[src/rtl/core/mcot_pkg.sv]
// Shared types and constants for the multi-channel one-shot timer core.
// Has no dependencies; every other file in rtl/core imports it.
package mcot_pkg;

    // Number of timer channels and the width of each down counter.
    localparam int CHANNELS    = 8;
    localparam int COUNT_WIDTH = 32;

    // Width of a channel index inside the core.
    localparam int CH_W = (CHANNELS > 1) ? $clog2(CHANNELS) : 1;

    // Depth of the command queue between front and back.
    localparam int QDEPTH  = 2;
    localparam int QPTR_W  = (QDEPTH > 1) ? $clog2(QDEPTH) : 1;
    localparam int QCNT_W  = $clog2(QDEPTH + 1);

    // Codes of the kind field of an input item.
    localparam logic [1:0] KIND_TICK  = 2'd0;
    localparam logic [1:0] KIND_START = 2'd1;
    localparam logic [1:0] KIND_STOP  = 2'd2;

    // Input item as it crosses the input port.
    typedef struct packed {
        logic [1:0]  kind;
        logic [2:0]  channel;
        logic        deferred;
        logic [31:0] ticks;
    } t_in_item;

    // Result item as it crosses the output port.
    typedef struct packed {
        logic [2:0] expired_channel;
        logic       expired_deferred;
        logic       last;
    } t_out_item;

    // Operations that the front hands to the back.
    typedef enum logic [1:0] {
        OP_TICK,
        OP_START,
        OP_STOP
    } t_op;

    // One classified command held in the queue.
    typedef struct packed {
        t_op                    op;
        logic [CH_W-1:0]        chan;
        logic                   deferred;
        logic [COUNT_WIDTH-1:0] count;
    } t_cmd;

    // Queue status seen by the front and the back.
    typedef struct packed {
        logic full;
        logic empty;
    } t_q_status;

    // States of the back-end sequencer.
    typedef enum logic [1:0] {
        ST_IDLE,
        ST_SWEEP,
        ST_FLUSH
    } t_back_state;

endpackage

[src/rtl/core/mcot_front.sv]
// Front end: accepts input items and turns them into queue commands.
// Depends on mcot_pkg for the item and command types.
module mcot_front
    import mcot_pkg::*;
(
    input  logic      i_rst_n,
    input  logic      i_in_valid,
    input  t_in_item  i_in_item,
    output logic      o_in_stall,
    input  t_q_status i_q_status,
    output logic      o_push,
    output t_cmd      o_cmd
);

    logic chan_ok;
    logic keep;

    // Items that do nothing (unknown kind, channel out of range) are
    // accepted and dropped here, so they never occupy the queue.
    always_comb begin
        chan_ok          = (32'(i_in_item.channel) < 32'(CHANNELS));
        keep             = 1'b0;
        o_cmd.op         = OP_TICK;
        o_cmd.chan       = CH_W'(i_in_item.channel);
        o_cmd.deferred   = i_in_item.deferred;
        o_cmd.count      = i_in_item.ticks[COUNT_WIDTH-1:0];
        case (i_in_item.kind)
            KIND_TICK: begin
                keep     = 1'b1;
                o_cmd.op = OP_TICK;
            end
            KIND_START: begin
                keep     = chan_ok;
                o_cmd.op = OP_START;
            end
            KIND_STOP: begin
                keep     = chan_ok;
                o_cmd.op = OP_STOP;
            end
            default: begin
                keep = 1'b0;
            end
        endcase
    end

    assign o_in_stall = i_q_status.full;
    assign o_push     = i_in_valid && !i_q_status.full && keep && i_rst_n;

endmodule

[src/rtl/core/mcot_queue.sv]
// Short command queue that decouples the front end from the back end.
// Depends on mcot_pkg for the command type and queue depth.
module mcot_queue
    import mcot_pkg::*;
(
    input  logic      i_clk,
    input  logic      i_rst_n,
    input  logic      i_push,
    input  t_cmd      i_cmd,
    input  logic      i_pop,
    output t_cmd      o_cmd,
    output t_q_status o_status
);

    t_cmd              r_mem [QDEPTH];
    logic [QPTR_W-1:0] r_wr_ptr;
    logic [QPTR_W-1:0] r_rd_ptr;
    logic [QCNT_W-1:0] r_count;
    logic              do_push;
    logic              do_pop;

    assign o_status.full  = (r_count == QCNT_W'(QDEPTH));
    assign o_status.empty = (r_count == '0);
    assign do_push        = i_push && !o_status.full;
    assign do_pop         = i_pop && !o_status.empty;
    assign o_cmd          = r_mem[r_rd_ptr];

    always_ff @(posedge i_clk) begin
        if (do_push) begin
            r_mem[r_wr_ptr] <= i_cmd;
        end
    end

    always_ff @(posedge i_clk) begin
        if (!i_rst_n) begin
            r_wr_ptr <= '0;
            r_rd_ptr <= '0;
            r_count  <= '0;
        end else begin
            if (do_push) begin
                r_wr_ptr <= (r_wr_ptr == QPTR_W'(QDEPTH - 1)) ? '0 : r_wr_ptr + 1'b1;
            end
            if (do_pop) begin
                r_rd_ptr <= (r_rd_ptr == QPTR_W'(QDEPTH - 1)) ? '0 : r_rd_ptr + 1'b1;
            end
            if (do_push && !do_pop) begin
                r_count <= r_count + 1'b1;
            end else if (do_pop && !do_push) begin
                r_count <= r_count - 1'b1;
            end
        end
    end

endmodule

[src/rtl/core/mcot_back.sv]
// Back end: executes start, stop and tick commands against the timer bank
// and drives the result register. Depends on mcot_pkg.
module mcot_back
    import mcot_pkg::*;
(
    input  logic      i_clk,
    input  logic      i_rst_n,
    input  t_q_status i_q_status,
    input  t_cmd      i_cmd,
    output logic      o_pop,
    output logic      o_out_valid,
    input  logic      i_out_stall,
    output t_out_item o_out_item
);

    t_back_state            r_state;
    t_back_state            n_state;
    logic [CH_W-1:0]        r_idx;
    logic [CH_W-1:0]        n_idx;
    logic [CHANNELS-1:0]    r_active;
    logic [CHANNELS-1:0]    n_active;
    logic [CHANNELS-1:0]    r_mode;
    logic [CHANNELS-1:0]    n_mode;
    logic                   r_pend_valid;
    logic                   n_pend_valid;
    logic [2:0]             r_pend_ch;
    logic [2:0]             n_pend_ch;
    logic                   r_pend_mode;
    logic                   n_pend_mode;
    logic                   r_out_valid;
    logic                   n_out_valid;
    t_out_item              r_out_item;
    t_out_item              n_out_item;
    logic [COUNT_WIDTH-1:0] r_remaining [CHANNELS];

    logic                   wr_en;
    logic [CH_W-1:0]        wr_addr;
    logic [COUNT_WIDTH-1:0] wr_data;
    logic [COUNT_WIDTH-1:0] dec;
    logic                   hit;
    logic                   need_push;
    logic                   out_free;

    always_comb begin
        dec          = r_remaining[r_idx] - 1'b1;
        hit          = r_active[r_idx] && (dec == '0);
        need_push    = hit && r_pend_valid;
        out_free     = !r_out_valid || !i_out_stall;

        n_state      = r_state;
        n_idx        = r_idx;
        n_active     = r_active;
        n_mode       = r_mode;
        n_pend_valid = r_pend_valid;
        n_pend_ch    = r_pend_ch;
        n_pend_mode  = r_pend_mode;
        n_out_valid  = r_out_valid && i_out_stall;
        n_out_item   = r_out_item;
        o_pop        = 1'b0;
        wr_en        = 1'b0;
        wr_addr      = r_idx;
        wr_data      = dec;

        case (r_state)
            ST_IDLE: begin
                if (!i_q_status.empty) begin
                    o_pop = 1'b1;
                    case (i_cmd.op)
                        OP_START: begin
                            wr_en                = 1'b1;
                            wr_addr              = i_cmd.chan;
                            wr_data              = i_cmd.count;
                            n_active[i_cmd.chan] = 1'b1;
                            n_mode[i_cmd.chan]   = i_cmd.deferred;
                        end
                        OP_STOP: begin
                            n_active[i_cmd.chan] = 1'b0;
                        end
                        OP_TICK: begin
                            n_state = ST_SWEEP;
                            n_idx   = '0;
                        end
                        default: begin
                            n_state = ST_IDLE;
                        end
                    endcase
                end
            end
            ST_SWEEP: begin
                // An expiry is held back until the next one is found, so that the last
                // report of the tick can be flagged once the sweep is complete.
                if (!need_push || out_free) begin
                    if (r_active[r_idx]) begin
                        wr_en = 1'b1;
                    end
                    if (hit) begin
                        n_active[r_idx] = 1'b0;
                        n_pend_valid    = 1'b1;
                        n_pend_ch       = 3'(r_idx);
                        n_pend_mode     = r_mode[r_idx];
                    end
                    if (need_push) begin
                        n_out_valid                 = 1'b1;
                        n_out_item.expired_channel  = r_pend_ch;
                        n_out_item.expired_deferred = r_pend_mode;
                        n_out_item.last             = 1'b0;
                    end
                    if (r_idx == CH_W'(CHANNELS - 1)) begin
                        n_state = ST_FLUSH;
                    end else begin
                        n_idx = r_idx + 1'b1;
                    end
                end
            end
            ST_FLUSH: begin
                if (!r_pend_valid) begin
                    n_state = ST_IDLE;
                end else if (out_free) begin
                    n_out_valid                 = 1'b1;
                    n_out_item.expired_channel  = r_pend_ch;
                    n_out_item.expired_deferred = r_pend_mode;
                    n_out_item.last             = 1'b1;
                    n_pend_valid                = 1'b0;
                    n_state                     = ST_IDLE;
                end
            end
            default: begin
                n_state = ST_IDLE;
            end
        endcase
    end

    always_ff @(posedge i_clk) begin
        if (!i_rst_n) begin
            r_state      <= ST_IDLE;
            r_idx        <= '0;
            r_active     <= '0;
            r_mode       <= '0;
            r_pend_valid <= 1'b0;
            r_out_valid  <= 1'b0;
        end else begin
            r_state      <= n_state;
            r_idx        <= n_idx;
            r_active     <= n_active;
            r_mode       <= n_mode;
            r_pend_valid <= n_pend_valid;
            r_out_valid  <= n_out_valid;
        end
    end

    always_ff @(posedge i_clk) begin
        r_pend_ch   <= n_pend_ch;
        r_pend_mode <= n_pend_mode;
        r_out_item  <= n_out_item;
        if (wr_en) begin
            r_remaining[wr_addr] <= wr_data;
        end
    end

    assign o_out_valid = r_out_valid;
    assign o_out_item  = r_out_item;

endmodule

[src/rtl/core/multi_channel_oneshot_timer_core.sv]
// Top level of the multi-channel one-shot timer core; uses mcot_pkg,
// mcot_front, mcot_queue and mcot_back.
// A tick holds the shared decrementer while it visits each channel, plus
// dispatch and the final report; start and stop are carried out in the
// idle state without a sweep. Synchronous active-low reset clears all
// channels.
module multi_channel_oneshot_timer_core
    import mcot_pkg::*;
(
    input  logic      i_clk,
    input  logic      i_rst_n,
    // Input channel: ticks, starts and stops.
    input  logic      i_in_valid,
    output logic      o_in_stall,
    input  t_in_item  i_in_item,
    // Output channel: one item per expired channel.
    output logic      o_out_valid,
    input  logic      i_out_stall,
    output t_out_item o_out_item
);

    // The front classifies each input item. Items that have no effect,
    // such as an unknown kind or a channel number beyond the bank, are
    // accepted and dropped right away. The input stalls only while the
    // command queue is full.
    t_q_status q_status;
    logic      push;
    t_cmd      push_cmd;
    t_cmd      head_cmd;
    logic      pop;

    mcot_front u_front (
        .i_rst_n    (i_rst_n),
        .i_in_valid (i_in_valid),
        .i_in_item  (i_in_item),
        .o_in_stall (o_in_stall),
        .i_q_status (q_status),
        .o_push     (push),
        .o_cmd      (push_cmd)
    );

    // A short queue lets new items keep arriving while the back end sweeps
    // the channels for a tick or waits on a stalled output.
    mcot_queue u_queue (
        .i_clk    (i_clk),
        .i_rst_n  (i_rst_n),
        .i_push   (push),
        .i_cmd    (push_cmd),
        .i_pop    (pop),
        .o_cmd    (head_cmd),
        .o_status (q_status)
    );

    // The back end owns the counters and masks. A tick visits the channels
    // in ascending order with one shared decrementer. Each expiry is held
    // until the next one is found or the sweep ends, which is how the last
    // report of a tick gets its flag. Results leave through a register, so
    // the sweep only pauses when that register is still occupied.
    mcot_back u_back (
        .i_clk       (i_clk),
        .i_rst_n     (i_rst_n),
        .i_q_status  (q_status),
        .i_cmd       (head_cmd),
        .o_pop       (pop),
        .o_out_valid (o_out_valid),
        .i_out_stall (i_out_stall),
        .o_out_item  (o_out_item)
    );

endmodule
[config.mk]
export PLATFORM = sky130hd
export DESIGN_NAME = multi_channel_oneshot_timer_core
export DESIGN_NICKNAME = d
export VERILOG_FILES = /design/src/rtl/core/mcot_pkg.sv /design/src/rtl/core/mcot_front.sv /design/src/rtl/core/mcot_queue.sv /design/src/rtl/core/mcot_back.sv /design/src/rtl/core/multi_channel_oneshot_timer_core.sv
export SDC_FILE = /design/constraint.sdc
export NUM_CORES = 1
export LEC_CHECK = 0
export BUFFER_PORTS_ARGS = -buffer_cell sky130_fd_sc_hd__buf_2
export CORE_UTILIZATION = 60
export DETAILED_ROUTE_END_ITERATION = 7
export PLACE_DENSITY = 0.77
export SLEW_MARGIN = 15
export SYNTH_ARGS = -nofsm -noshare
export SYNTH_HDL_FRONTEND = slang
export SYNTH_HIERARCHICAL = 1
export SYNTH_SLANG_ARGS = --single-unit
export TNS_END_PERCENT = 30
[constraint.sdc]
create_clock -name i_clk -period 6.8 [get_ports i_clk]
set_input_delay 0.34 -clock i_clk [delete_from_list [all_inputs] [get_ports i_clk]]
set_output_delay 0.34 -clock i_clk [all_outputs]
set_load 0.03 [all_outputs]
==> reports/metrics.json, run 1 <==
{
  "worst_hold_path_type": {"value": "in2reg"},
  "globalRoute.totalOverflow": {"value": 0},
  "ios": {"value": 49},
  "max_stage_delay": {"value": 0.82, "unit": "ns"},
  "syn_inst": {"value": 1094},
  "worstSkewPairLatency": {"value": 0.53, "unit": "ns"},
  "postSynth.asyncResetShare": {"value": 0},
  "clock-skew-final": {"value": 0.0282, "unit": "ns"},
  "placedCellCount": {"value": 1439},
  "drc": {"value": 0},
  "unrepaired_setup_endpoints_after_global_routing": {"value": "no"},
  "ff_latch_count_synth": {"value": 372},
  "detail-route-antenna-nets": {"value": 0},
  "maximum_vdd_drop": {"value": 0.338, "unit": "mV"},
  "die_x": {"value": 169, "unit": "um"},
  "dr_total_vias": {"value": 9626},
  "run_status": {"value": "complete, no violations"},
  "antenna_cells_inserted": {"value": 0},
  "tritoncts": {"value": "done"},
  "critPathMostFrequentCell": {"value": "or4_1"},
  "synth_sequential_area_ratio": {"value": 0.649},
  "core_area": {"value": 27200, "unit": "sq um"},
  "grt_max_degree": {"value": 74},
  "comb_power_share": {"value": 0.129},
  "critical_path.startpoint_type": {"value": "register"},
  "drt_iter0_markers": {"value": 915},
  "fmax": {"value": 0.163, "unit": "GHz"},
  "drt_first_pass_iters": {"value": 5},
  "h_tree_lvl_count": {"value": 2},
  "whs_path_depth": {"value": 1},
  "power.leakage": {"value": 5.84, "unit": "nW"},
  "worst-path-stages": {"value": 12},
  "net-switching-power": {"value": 0.00132, "unit": "W"},
  "category_of_the_critical_setup_timing_path": {"value": "reg2reg"},
  "worst-endpoint-required": {"value": 6.94, "unit": "ns"},
  "postCtsSetupRepairBufs": {"value": 0},
  "post_drt_via_cell_ratio": {"value": 6.33},
  "number_of_global_route_vias_before_repair": {"value": 9812},
  "postRouteWirelength": {"value": 35500, "unit": "um"},
  "layout_worst_path_cycle_share": {"value": 0.902},
  "share_seq_of_total_power": {"value": 0.515},
  "hold_violations": {"value": 0},
  "timing.slew.headroom": {"value": 0.188},
  "finalNonFillerCells": {"value": 1520},
  "detailedPlacementHpwl": {"value": 22500, "unit": "um"},
  "grt_first_pass_wirelength": {"value": 55200, "unit": "um"},
  "syn_nets": {"value": 1147},
  "die_h": {"value": 169, "unit": "um"},
  "netlist_area": {"value": 16700, "unit": "sq um"},
  "port-buffer-count": {"value": 48},
  "swShare": {"value": 0.246},
  "synth_warnings": {"value": 6},
  "crit_buf_inv": {"value": 1},
  "layout_min_cycle_time": {"value": 6.14, "unit": "ns"},
  "areaGrowthSynthToFinish": {"value": 10.2, "unit": "%"},
  "clockBufferDepth": {"value": 3},
  "layout-drive-gt1-share": {"value": 0.232},
  "max_cap_violations": {"value": 0},
  "starting_utilization_of_the_core_area": {"value": 0.616},
  "synth.lib_cells_used.distinct": {"value": 77},
  "internal-power": {"value": 0.00405, "unit": "W"},
  "post_synth.cell_area_avg": {"value": 15.3, "unit": "sq um"},
  "clock_sink_count": {"value": 372},
  "synth_edf_count": {"value": 341},
  "timing_worst_slew_pin_value": {"value": 1.21, "unit": "ns"},
  "grt_antenna_before_repair": {"value": 1},
  "row_count": {"value": 60},
  "timing.critical_path.max_delay_family": {"value": "simple AND/OR/NAND/NOR gates"},
  "tot_gr_track_use": {"value": 0.258},
  "areal_power_density_over_the_cells": {"value": 291, "unit": "nW/um^2"},
  "yosys_most_used_dff": {"value": "edfxtp_1"},
  "worstRegToRegCells": {"value": 12},
  "timing.setup.tns": {"value": 0, "unit": "ns"},
  "slew_viol_final": {"value": 0},
  "cts-root-buf": {"value": "clkbuf_16"},
  "crit_fanout": {"value": 44},
  "num-nets-final": {"value": 1181},
  "fp.dieArea": {"value": 28600, "unit": "sq um"},
  "clkTransAtPathRegs": {"value": 0.06, "unit": "ns"},
  "cts_made_buffers": {"value": 37},
  "power.clock.fraction": {"value": 0.356},
  "timing.critical_path.arrival": {"value": 6.28, "unit": "ns"},
  "routed_wire_length_per_instance": {"value": 23.4, "unit": "um"},
  "gp_routability_congestion": {"value": 0.955},
  "critPathCaptureType": {"value": "register"},
  "timing.final.setup_violations": {"value": 0},
  "timing.critical_path.slowest_stage_cell": {"value": "dfxtp_4"},
  "worstPathCellList": {"value": "buf_4 > mux4_2 > mux2i_1 > nand2_1 > or4_1 > nor4_2 > xnor2_1 > nor2_1 > or4b_4 > or4_1 > a22oi_1 > nor2_4"}
}
==> cell usage after synthesis, types with 4 or more instances <==
cell | count | area, sq um
o21ai_0 | 18 | 90.1
clkbuf_1 | 26 | 97.6
mux2i_4 | 4 | 90.1
xor2_1 | 13 | 114
nor4_1 | 9 | 56.3
nand3_1 | 19 | 95.1
o31ai_1 | 4 | 30.0
nand4_1 | 13 | 81.3
o211ai_1 | 6 | 45.0
a31oi_1 | 14 | 87.6
mux2_2 | 49 | 552
ha_1 | 11 | 138
nor2b_1 | 10 | 62.6
nand2_1 | 78 | 293
a21boi_0 | 7 | 52.6
xnor2_1 | 18 | 158
edfxtp_1 | 341 | 10200
buf_6 | 9 | 101
mux4_2 | 58 | 1310
and4_1 | 6 | 52.6
inv_1 | 14 | 52.6
nor2_1 | 78 | 293
buf_4 | 41 | 308
mux2i_1 | 43 | 430
dfxtp_1 | 31 | 621
and3_1 | 4 | 25.0
or2_2 | 6 | 37.5
buf_2 | 14 | 70.1
a21oi_1 | 30 | 150
nand2b_1 | 8 | 50.1
nor3_1 | 15 | 75.1
o311a_1 | 6 | 60.1
a21o_1 | 8 | 60.1
and2_1 | 8 | 50.1
o22ai_1 | 6 | 37.5
o21ai_1 | 5 | 25.0
or4_1 | 6 | 45.0
==> placed cells by master (no fill, tap or decap), drive strengths merged, types with 8 or more instances in the layout <==
cell type    Yosys  layout
edfxtp         341     341
nand2           78      78
nor2            78      78
buf             67      67
mux4            59      59
mux2            54      54
mux2i           49      49
clkbuf          26      47
dfxtp           31      31
a21oi           30      30
o21ai           23      23
dlygate4sd3      0      21
nand3           20      20
xnor2           18      18
nor3            16      16
inv             15      15
a31oi           14      14
nand4           14      14
xor2            13      13
nor4            13      13
ha              11      11
nor2b           10      10
and2             8       8
nand2b           8       8
a21o             8       8
a21boi           8       8
==> worst register-to-register path, delay by kind of cell, from the launching register on <==
kind            cells  cell delay (ns)
buf+inv             1             0.49
xor+xnor            1             0.16
simple gates        7             2.73
flops               1             0.82
mux                 2             0.82
compound gates      1             0.71
==> repair_timing <==
action / CTS / global route
resized for setup: 0 / 0
endpoints found under the hold margin: 36 / 6
hold buffers: 18 / 3
==> through the flow <==
step,instance area (sq um),hold slack [ns],total power (W),worst slack (ns),util
after floorplan,16700,0.400,0.00328,1.59,-
after global placement,17100,0.402,0.00346,0.810,0.629
after detailed placement,17100,0.405,0.00348,0.707,0.629
after CTS,18400,0.0000644,0.00538,0.633,0.677
after global routing,18500,0.000167,0.00553,0.244,0.679
final,18500,0.0116,0.00537,0.664,0.679
==> power groups by stage <==
stage / Combinational, W / Clock (W) / Sequential [W]
floorplan: 0.000508 / 0 / 0.00277
global placement: 0.000651 / 0 / 0.00280
detailed placement: 0.000666 / 0 / 0.00281
CTS: 0.000680 / 0.00193 / 0.00276
global route: 0.000742 / 0.00202 / 0.00277
finish: 0.000691 / 0.00191 / 0.00276
==> state kept, by name, indices dropped and copies added (netlist names), named ones only <==
| signal | cells |
|---|---|
| u_queue/r_rd_ptr | 1 |
| u_queue/r_count | 2 |
| u_back/r_mode | 8 |
| u_back/r_state | 2 |
| u_back/o_out_item | 5 |
| u_back/r_pend_mode | 1 |
| u_queue/r_mem | 76 |
| u_queue/r_wr_ptr | 1 |
| u_back/o_out_valid | 1 |
| u_back/r_pend_valid | 1 |
| u_back/r_remaining | 256 |
| u_back/r_pend_ch | 3 |
| u_back/r_idx | 3 |
==> kinds of logic after synthesis <==
kind of cell               Yosys count  share of synthesized area
adders and majority gates           11                    0.00822
muxes                              162                      0.149
xor gates and xnor gates            31                     0.0162
buffers and inverters              108                     0.0385
and+or+nand+nor                    278                     0.0850
AOI/OAI and AO/OA                  132                     0.0542
DFF                                372                      0.649
==> path summary, 6_finish.rpt <==
kind | start | end | slack [ns]
min reg2reg | u_back/r_pend_ch[0]$_DFFE_PP_ | u_back/o_out_item[2]$_DFFE_PP_ | 0.42
max | register | u_back/r_remaining[5][5]$_DFFE_PP_ | 0.66
min | i_in_item[12] | u_queue/r_mem[1][12]$_DFFE_PP_ | 0.01
max reg2reg | register | u_back/r_remaining[5][5]$_DFFE_PP_ | 0.66
==> per-layer routing <==
metal / vias up / global-route usage / wire, um
li1: 4279 / - / -
met1: 4832 / 0.341 / 14300
met2: 444 / 0.441 / 17600
met3: 69 / 0.0491 / 2800
met4: 2 / 0.0740 / 793
met5: - / 0 / 13
==> cell type report <==
class / instances / area, sq um
Clock inverter: 12 / 123
Fill cell: 1840 / 8720
Clock buffer: 47 / 1000
Inverter: 15 / 56.3
Tap cell: 372 / 465
Timing Repair Buffer: 88 / 631
Sequential cell: 372 / 10900
Multi-Input combinational cell: 614 / 5310
Power figures use the tool's default switching activity.
==> run 2: changes to the inputs <==
--- a/config.mk
+++ b/config.mk
@@ -8,7 +8,7 @@
 export BUFFER_PORTS_ARGS = -buffer_cell sky130_fd_sc_hd__buf_2
 export CORE_UTILIZATION = 60
 export DETAILED_ROUTE_END_ITERATION = 7
-export PLACE_DENSITY = 0.77
+export PLACE_DENSITY_LB_ADDON = 0.15
 export SLEW_MARGIN = 15
 export SYNTH_ARGS = -nofsm -noshare
 export SYNTH_HDL_FRONTEND = slang
==> run 2 against run 1 <==
Sequential power hardly changed. Clock skew is 0.014 ns lower. Clock power is 9% higher. Critical path depth is 3 higher. Worst setup slack better by 0.47 ns. Combinational power is 0.6% higher. First-iteration DRC count is 9.9% higher. Global-route usage is 0.43 points lower. Flip-flop and latch count stayed put. Via count is 2.2% lower. Largest cell class unchanged.
==> reports/metrics.json, run 2 (synthesis results as in run 1) <==
{
  "tritoncts": {"value": "done"},
  "num-nets-final": {"value": 1182, "change": "+0.085%"},
  "cts-root-buf": {"value": "clkbuf_16"},
  "dr_total_vias": {"value": 9412, "change": "-2.2%"},
  "slew_viol_final": {"value": 0, "change": "unchanged"},
  "drt_iter0_markers": {"value": 1006, "change": "+9.9%"},
  "critPathMostFrequentCell": {"value": "buf_4"},
  "grt_max_degree": {"value": 61, "change": "-18%"},
  "ff_latch_area": {"value": 10900, "unit": "sq um", "change": "about the same"},
  "clock_sink_count": {"value": 372, "change": "unchanged"},
  "globalRoute.totalOverflow": {"value": 0, "change": "unchanged"},
  "areal_power_density_over_the_cells": {"value": 297, "unit": "nW/um^2", "change": "+2.3%"},
  "starting_utilization_of_the_core_area": {"value": 0.616, "change": "unchanged"},
  "regToRegEndpoint": {"value": "u_back/r_remaining[1][26]$_DFFE_PP_"},
  "detail-route-antenna-nets": {"value": 0, "change": "unchanged"},
  "die_x": {"value": 169, "unit": "um", "change": "unchanged"},
  "unrepaired_setup_endpoints_after_global_routing": {"value": "no"},
  "placedCellCount": {"value": 1443, "change": "+0.28%"},
  "category_of_the_critical_setup_timing_path": {"value": "reg2reg"},
  "detailedPlacementHpwl": {"value": 22600, "unit": "um", "change": "+0.51%"},
  "largest_register_by_flop_count": {"value": "u_back/r_remaining"},
  "die_h": {"value": 169, "unit": "um", "change": "unchanged"},
  "run_status": {"value": "complete, no violations"},
  "layout_min_cycle_time": {"value": 5.67, "unit": "ns", "change": "-0.465 ns"},
  "worst-endpoint-required": {"value": 7.00, "unit": "ns", "change": "+0.06 ns"},
  "regToRegSetupSlack": {"value": 1.13, "unit": "ns", "change": "+0.47 ns"},
  "critical_path.startpoint_type": {"value": "register"},
  "max_stage_delay": {"value": 0.94, "unit": "ns", "change": "+0.12 ns"},
  "worstSkewPairLatency": {"value": 0.52, "unit": "ns", "change": "about the same"},
  "layout-drive-gt1-share": {"value": 0.240, "change": "+0.00857"},
  "timing.setup.tns": {"value": 0, "unit": "ns", "change": "unchanged"},
  "post_drt_via_cell_ratio": {"value": 6.16, "change": "-2.8%"},
  "drt_first_pass_iters": {"value": 6, "change": "+1"},
  "timing.critical_path.arrival": {"value": 5.87, "unit": "ns", "change": "-0.41 ns"},
  "fmax": {"value": 0.176, "unit": "GHz", "change": "+8.2%"},
  "tot_gr_track_use": {"value": 0.254, "change": "-0.00430"},
  "whs_endpoint": {"value": "u_queue/r_mem[0][6]$_DFFE_PP_"},
  "areaGrowthSynthToFinish": {"value": 11.0, "unit": "%"},
  "max_cap_violations": {"value": 0, "change": "unchanged"},
  "worst_hold_path_type": {"value": "in2reg"},
  "grt_antenna_before_repair": {"value": 0, "change": "-1"},
  "final_critical_path_setup_slack": {"value": 1.13, "unit": "ns", "change": "+0.465 ns"},
  "core_area": {"value": 27200, "unit": "sq um", "change": "unchanged"},
  "layout_worst_path_cycle_share": {"value": 0.834, "change": "-0.0684"},
  "fillers": {"value": 1904, "change": "+3.5%"},
  "fp.dieArea": {"value": 28600, "unit": "sq um", "change": "unchanged"},
  "dp_slack": {"value": 1.18, "unit": "ns", "change": "+0.471 ns"},
  "whs_path_depth": {"value": 1, "change": "unchanged"},
  "drc": {"value": 0, "change": "unchanged"},
  "crit_fanout": {"value": 60, "change": "+36%"},
  "maximum_vdd_drop": {"value": 0.314, "unit": "mV", "change": "-7.1%"},
  "critPathCaptureType": {"value": "register"},
  "worstPathCellList": {"value": "mux4_2 > mux2i_1 > ha_1 > inv_1 > a211oi_4 > o2111ai_1 > nor4_1 > xnor2_1 > nor2_1 > or4b_4 > or4_1 > a22oi_1 > buf_4 > nor2_4 > buf_4"},
  "timing.hold.worst.start": {"value": "i_in_item[6]"},
  "cts_made_buffers": {"value": 38, "change": "+2.7%"},
  "finalNonFillerCells": {"value": 1529, "change": "+0.59%"},
  "timing.final.setup_violations": {"value": 0, "change": "unchanged"},
  "timing.critical_path.slowest_stage_cell": {"value": "dfxtp_4"},
  "row_count": {"value": 60, "change": "unchanged"},
  "final_cell_mix": {"value": "edfxtp_1 (341), nand2_1 (77), nor2_1 (70)"},
  "worstRegToRegCells": {"value": 15, "change": "+3"},
  "gp_routability_congestion": {"value": 0.950, "change": "-0.52%"},
  "largest_register_ffs": {"value": 256, "change": "unchanged"},
  "timing.slew.headroom": {"value": 0.270, "change": "+0.0818"},
  "largestRegisters": {"value": "u_back/r_remaining (256), u_queue/r_mem (76), u_back/r_mode (8)"},
  "grt_first_pass_wirelength": {"value": 54000, "unit": "um", "change": "-2.2%"},
  "clkTransAtPathRegs": {"value": 0.06, "unit": "ns", "change": "about the same"},
  "port-buffer-count": {"value": 48, "change": "unchanged"},
  "ios": {"value": 49, "change": "unchanged"},
  "multiInputGateArea": {"value": 5310, "unit": "sq um", "change": "about the same"},
  "final_common_cell": {"value": "edfxtp_1"},
  "timing_worst_slew_pin_value": {"value": 1.09, "unit": "ns", "change": "-0.129 ns"},
  "power.leakage": {"value": 5.92, "unit": "nW", "change": "+1.4%"},
  "h_tree_lvl_count": {"value": 2, "change": "unchanged"},
  "clock-skew-final": {"value": 0.0140, "unit": "ns", "change": "-0.0143 ns"},
  "routed_wire_length_per_instance": {"value": 23.1, "unit": "um", "change": "-1.3%"},
  "hold_violations": {"value": 0, "change": "unchanged"},
  "postRouteWirelength": {"value": 35300, "unit": "um", "change": "-0.70%"},
  "number_of_global_route_vias_before_repair": {"value": 9442, "change": "-3.8%"},
  "antenna_cells_inserted": {"value": 0, "change": "unchanged"},
  "clockBufferDepth": {"value": 3, "change": "unchanged"}
}
run 2: cell type report:
| cell class | count | share of cell area |
|---|---|---|
| clock inverter | 22 | 0.0111 |
| timing repair buffer | 88 | 0.0335 |
| multi-input combinational | 614 | 0.286 |
| clock buffer | 46 | 0.0567 |
| sequential | 372 | 0.585 |
| inverter | 15 | 0.00303 |
| tap | 372 | 0.0250 |
run 2: worst max path at each step:
| stage | endpoint | slack (ns) | cells after the start |
|---|---|---|---|
| 3_3_place_gp | u_back/r_remaining[6][15]$_DFFE_PP_ | 1.27 | 15 |
| 6_report | u_back/r_remaining[1][26]$_DFFE_PP_ | 1.13 | 15 |
| 2_1_floorplan | u_back/r_remaining[6][0]$_DFFE_PP_ | 1.59 | 16 |
| 3_5_place_dp | u_back/r_remaining[1][16]$_DFFE_PP_ | 1.18 | 15 |
| 5_1_grt | u_back/r_remaining[1][26]$_DFFE_PP_ | 0.74 | 15 |
| 4_1_cts | u_back/r_remaining[1][27]$_DFFE_PP_ | 1.15 | 15 |
run 2: timing repair:
action	CTS	global route
endpoints found under the hold margin	35	0
endpoints found under the setup margin	0	0
setup buffers	0	0
gates resized for setup	0	0
hold buffers	18	0
run 2: where the power goes:
| part | internal (W) | switching (W) | total [W] |
|---|---|---|---|
| logic | 0.000231 | 0.000464 | 0.000695 |
| registers | 0.00270 | 0.0000596 | 0.00276 |
| clock network | 0.00125 | 0.000822 | 0.00208 |
| total | 0.00418 | 0.00135 | 0.00553 |
run 2: metal layers:
metal	global-route usage	vias up	part of all wire	routed length, um
met2	0.413	330	0.48	16800
met1	0.359	4739	0.44	15400
li1	-	4298	-	-
met4	0.0674	0	0.017	597
met3	0.0437	45	0.069	2450
met5	0	-	0	0
run 2: critical path, delay by kind of cell (launching register included):
kind	cells	cell delay, ns
fa+ha+maj	1	0.36
xor+xnor	1	0.17
flops	1	0.94
mux	2	0.75
compound gates	3	0.80
simple gates	5	1.64
buf+inv	3	0.67
run 2: stage by stage:
step                hold WS, ns  power, W  utilization  instance area [sq um]
floorplan                 0.400   0.00328            -                  16700
global placement          0.401   0.00347        0.631                  17100
detailed placement        0.408   0.00348        0.631                  17100
CTS                    0.000236   0.00555        0.684                  18600
global route           0.000418   0.00570        0.684                  18600
finish                   0.0139   0.00553        0.684                  18600
==> run 3: changes to the inputs <==
==> constraint.sdc (replaced) <==
create_clock -name i_clk -period 5.3 [get_ports i_clk]
set_input_delay 0.265 -clock i_clk [delete_from_list [all_inputs] [get_ports i_clk]]
set_output_delay 0.265 -clock i_clk [all_outputs]
set_load 0.03 [all_outputs]
==> run 3 against run 2 <==
Cell count rose by 4.7%. Register-to-register slack worse by 0.92 ns. Worst setup slack lost 0.92 ns. Flip-flop and latch count did not move. Global-route usage rose by 1.6 points. Sequential power rose by 28%. Power up 26%. Via count rose by 5.8%. Non-clock buffer count rose by 73. Highest routed layer unchanged.
==> reports/metrics.json, run 3 (synthesis results as in run 1) <==
{
  "areal_power_density_over_the_cells": {"value": 362, "unit": "nW/um^2", "change": "+22%"},
  "grt_max_degree": {"value": 43, "change": "-30%"},
  "final_common_cell": {"value": "edfxtp_1"},
  "crit_fanout": {"value": 19, "change": "-68%"},
  "gp_routability_congestion": {"value": 0.920, "change": "-3.1%"},
  "areaGrowthSynthToFinish": {"value": 14.7, "unit": "%"},
  "grt_first_pass_wirelength": {"value": 57000, "unit": "um", "change": "+5.6%"},
  "final_cell_mix": {"value": "edfxtp_1 (341), nand2_1 (77), nor2_1 (70)"},
  "worst-endpoint-required": {"value": 5.56, "unit": "ns", "change": "-1.44 ns"},
  "timing.final.setup_violations": {"value": 0, "change": "unchanged"},
  "worstRegToRegCells": {"value": 14, "change": "-1"},
  "detailedPlacementHpwl": {"value": 24900, "unit": "um", "change": "+10%"},
  "hold_violations": {"value": 0, "change": "unchanged"},
  "slew_viol_final": {"value": 0, "change": "unchanged"},
  "row_count": {"value": 60, "change": "unchanged"},
  "dpl_cell_area": {"value": 17600, "unit": "sq um", "change": "+2.6%"},
  "clock-skew-final": {"value": 0.0279, "unit": "ns", "change": "+0.0140 ns"},
  "category_of_the_critical_setup_timing_path": {"value": "reg2reg"},
  "die_h": {"value": 169, "unit": "um", "change": "unchanged"},
  "globalRoute.totalOverflow": {"value": 0, "change": "unchanged"},
  "layout_worst_path_cycle_share": {"value": 0.961, "change": "+0.127"},
  "h_tree_lvl_count": {"value": 2, "change": "unchanged"},
  "worstSkewPairLatency": {"value": 0.53, "unit": "ns", "change": "about the same"},
  "largest_register_by_flop_count": {"value": "u_back/r_remaining"},
  "unrepaired_setup_endpoints_after_global_routing": {"value": "no"},
  "clock_sink_count": {"value": 372, "change": "unchanged"},
  "largestRegisters": {"value": "u_back/r_remaining (256), u_queue/r_mem (76), u_back/r_mode (8)"},
  "max_stage_delay": {"value": 0.61, "unit": "ns", "change": "-0.33 ns"},
  "die_x": {"value": 169, "unit": "um", "change": "unchanged"},
  "port-buffer-count": {"value": 48, "change": "unchanged"},
  "cts-root-buf": {"value": "clkbuf_16"},
  "fin_area": {"value": 19200, "unit": "sq um", "change": "+3.3%"},
  "timing.critical_path.arrival": {"value": 5.36, "unit": "ns", "change": "-0.51 ns"},
  "dr_total_vias": {"value": 9960, "change": "+5.8%"},
  "endpoint": {"value": "u_back/r_remaining[3][17]$_DFFE_PP_"},
  "tot_gr_track_use": {"value": 0.270, "change": "+0.0160"},
  "hold-worst-slack": {"value": 0.0585, "unit": "ns", "change": "+0.0446 ns"},
  "critPathCaptureType": {"value": "register"},
  "cts_made_buffers": {"value": 38, "change": "unchanged"},
  "number_of_global_route_vias_before_repair": {"value": 9827, "change": "+4.1%"},
  "post_cts.resized_instances": {"value": 0, "change": "unchanged"},
  "largest_register_ffs": {"value": 256, "change": "unchanged"},
  "run_status": {"value": "complete, no violations"},
  "drt_iter0_markers": {"value": 1059, "change": "+5.3%"},
  "worst_hold_path_type": {"value": "in2reg"},
  "num-nets-final": {"value": 1255, "change": "+6.2%"},
  "drt_first_pass_iters": {"value": 5, "change": "-1"},
  "core_area": {"value": 27200, "unit": "sq um", "change": "unchanged"},
  "ios": {"value": 49, "change": "unchanged"},
  "worst-path-stages": {"value": 14, "change": "-1"},
  "layout-drive-gt1-share": {"value": 0.266, "change": "+0.0258"},
  "post_drt_via_cell_ratio": {"value": 6.22, "change": "+1.1%"},
  "fillers": {"value": 1821, "change": "-4.4%"},
  "timing.critical_path.max_delay_family": {"value": "simple AND/OR/NAND/NOR gates"},
  "timing.critical_path.slowest_stage_cell": {"value": "mux4_2"},
  "timing_worst_slew_pin_value": {"value": 1.19, "unit": "ns", "change": "+0.105 ns"},
  "clockBufferDepth": {"value": 3, "change": "unchanged"},
  "multiInputGateArea": {"value": 5310, "unit": "sq um", "change": "about the same"},
  "starting_utilization_of_the_core_area": {"value": 0.616, "change": "unchanged"},
  "tritoncts": {"value": "done"},
  "ff_latch_area": {"value": 10900, "unit": "sq um", "change": "unchanged"},
  "grt_antenna_before_repair": {"value": 0, "change": "unchanged"},
  "fmax": {"value": 0.196, "unit": "GHz", "change": "+11%"},
  "routed_wire_length_per_instance": {"value": 23.5, "unit": "um", "change": "+1.9%"},
  "fp.dieArea": {"value": 28600, "unit": "sq um", "change": "unchanged"},
  "drc": {"value": 0, "change": "unchanged"},
  "timing.setup.tns": {"value": 0, "unit": "ns", "change": "unchanged"},
  "regToRegSetupSlack": {"value": 0.21, "unit": "ns", "change": "-0.92 ns"},
  "max_cap_violations": {"value": 0, "change": "unchanged"},
  "critical_path.startpoint_type": {"value": "register"},
  "detail-route-antenna-nets": {"value": 0, "change": "unchanged"},
  "worstPathCellList": {"value": "mux4_2 > mux2_2 > nor4_4 > nand4_1 > nor4_1 > buf_4 > xnor2_1 > nor2_1 > or4b_4 > or4_1 > a22oi_1 > buf_4 > nor2_4 > buf_16"},
  "maximum_vdd_drop": {"value": 0.335, "unit": "mV", "change": "+6.7%"},
  "layout_min_cycle_time": {"value": 5.09, "unit": "ns", "change": "-0.578 ns"},
  "clkTransAtPathRegs": {"value": 0.06, "unit": "ns", "change": "about the same"},
  "critPathMostFrequentCell": {"value": "buf_4"},
  "timing.slew.headroom": {"value": 0.204, "change": "-0.0657"},
  "regToRegEndpoint": {"value": "u_back/r_remaining[3][17]$_DFFE_PP_"},
  "postRouteWirelength": {"value": 37600, "unit": "um", "change": "+6.7%"},
  "power.leakage": {"value": 6.27, "unit": "nW", "change": "+5.9%"},
  "crit_buf_inv": {"value": 3, "change": "unchanged"},
  "antenna_cells_inserted": {"value": 0, "change": "unchanged"}
}
[run 3: worst min-delay path by stage]
stage          slack (ns)                              to                           from  depth (start not counted)
2_1_floorplan        0.38   u_queue/r_wr_ptr$_SDFFE_PN0P_                        i_rst_n                          1
3_3_place_gp         0.40  u_back/o_out_item[2]$_DFFE_PP_  u_back/r_pend_ch[0]$_DFFE_PP_                          0
3_5_place_dp         0.41  u_back/o_out_item[1]$_DFFE_PP_   u_back/r_pend_mode$_DFFE_PP_                          0
4_1_cts              0.04   u_back/o_out_valid$_SDFF_PN0_                    i_out_stall                          3
5_1_grt              0.06   u_back/o_out_valid$_SDFF_PN0_                    i_out_stall                          3
6_report             0.06   u_back/o_out_valid$_SDFF_PN0_                    i_out_stall                          3
[run 3: per-stage QoR]
stage / utilization / instances / setup WS [ns] / power, W
floorplan: - / 1094 / 0.0893 / 0.00420
global placement: 0.644 / 1487 / 0.191 / 0.00447
detailed placement: 0.647 / 1491 / 0.181 / 0.00450
CTS: 0.703 / 1594 / 0.149 / 0.00698
global route: 0.707 / 1601 / 0.0324 / 0.00718
finish: 0.707 / 1601 / 0.207 / 0.00695
[run 3: area by class of cell]
class / instances / share of cell area
clock buffer: 48 / 0.0526
clock inverter: 19 / 0.00710
inverter: 15 / 0.00293
multi-input combinational: 614 / 0.276
sequential: 372 / 0.566
tap: 372 / 0.0242
timing repair buffer: 161 / 0.0707
[run 3: where the power goes]
| group | switching (W) | total (W) | internal (W) |
|---|---|---|---|
| combinational | 0.000645 | 0.000972 | 0.000327 |
| sequential | 0.0000527 | 0.00352 | 0.00346 |
| clock | 0.00106 | 0.00246 | 0.00141 |
| total | 0.00175 | 0.00695 | 0.00520 |
[run 3: worst reg2reg max path, stage by stage, from the launching register on]
cell,delay (ns)
dfxtp_4,0.59
mux4_2,0.62
mux2_2,0.36
nor4_4,0.44
nand4_1,0.16
nor4_1,0.47
buf_4,0.20
xnor2_1,0.07
nor2_1,0.10
or4b_4,0.47
or4_1,0.55
a22oi_1,0.17
buf_4,0.20
nor2_4,0.17
buf_16,0.25
[run 3: timing repair]
item,CTS,global route
setup endpoints to repair,0,122
hold buffers,36,0
setup buffers,0,5
endpoints found under the hold margin,72,0
[run 3: per-layer routing]
layer / track usage / part of all wire
met3: 0.0463 / 0.083
met5: 0 / 0
met4: 0.0693 / 0.021
met1: 0.374 / 0.41
met2: 0.449 / 0.49
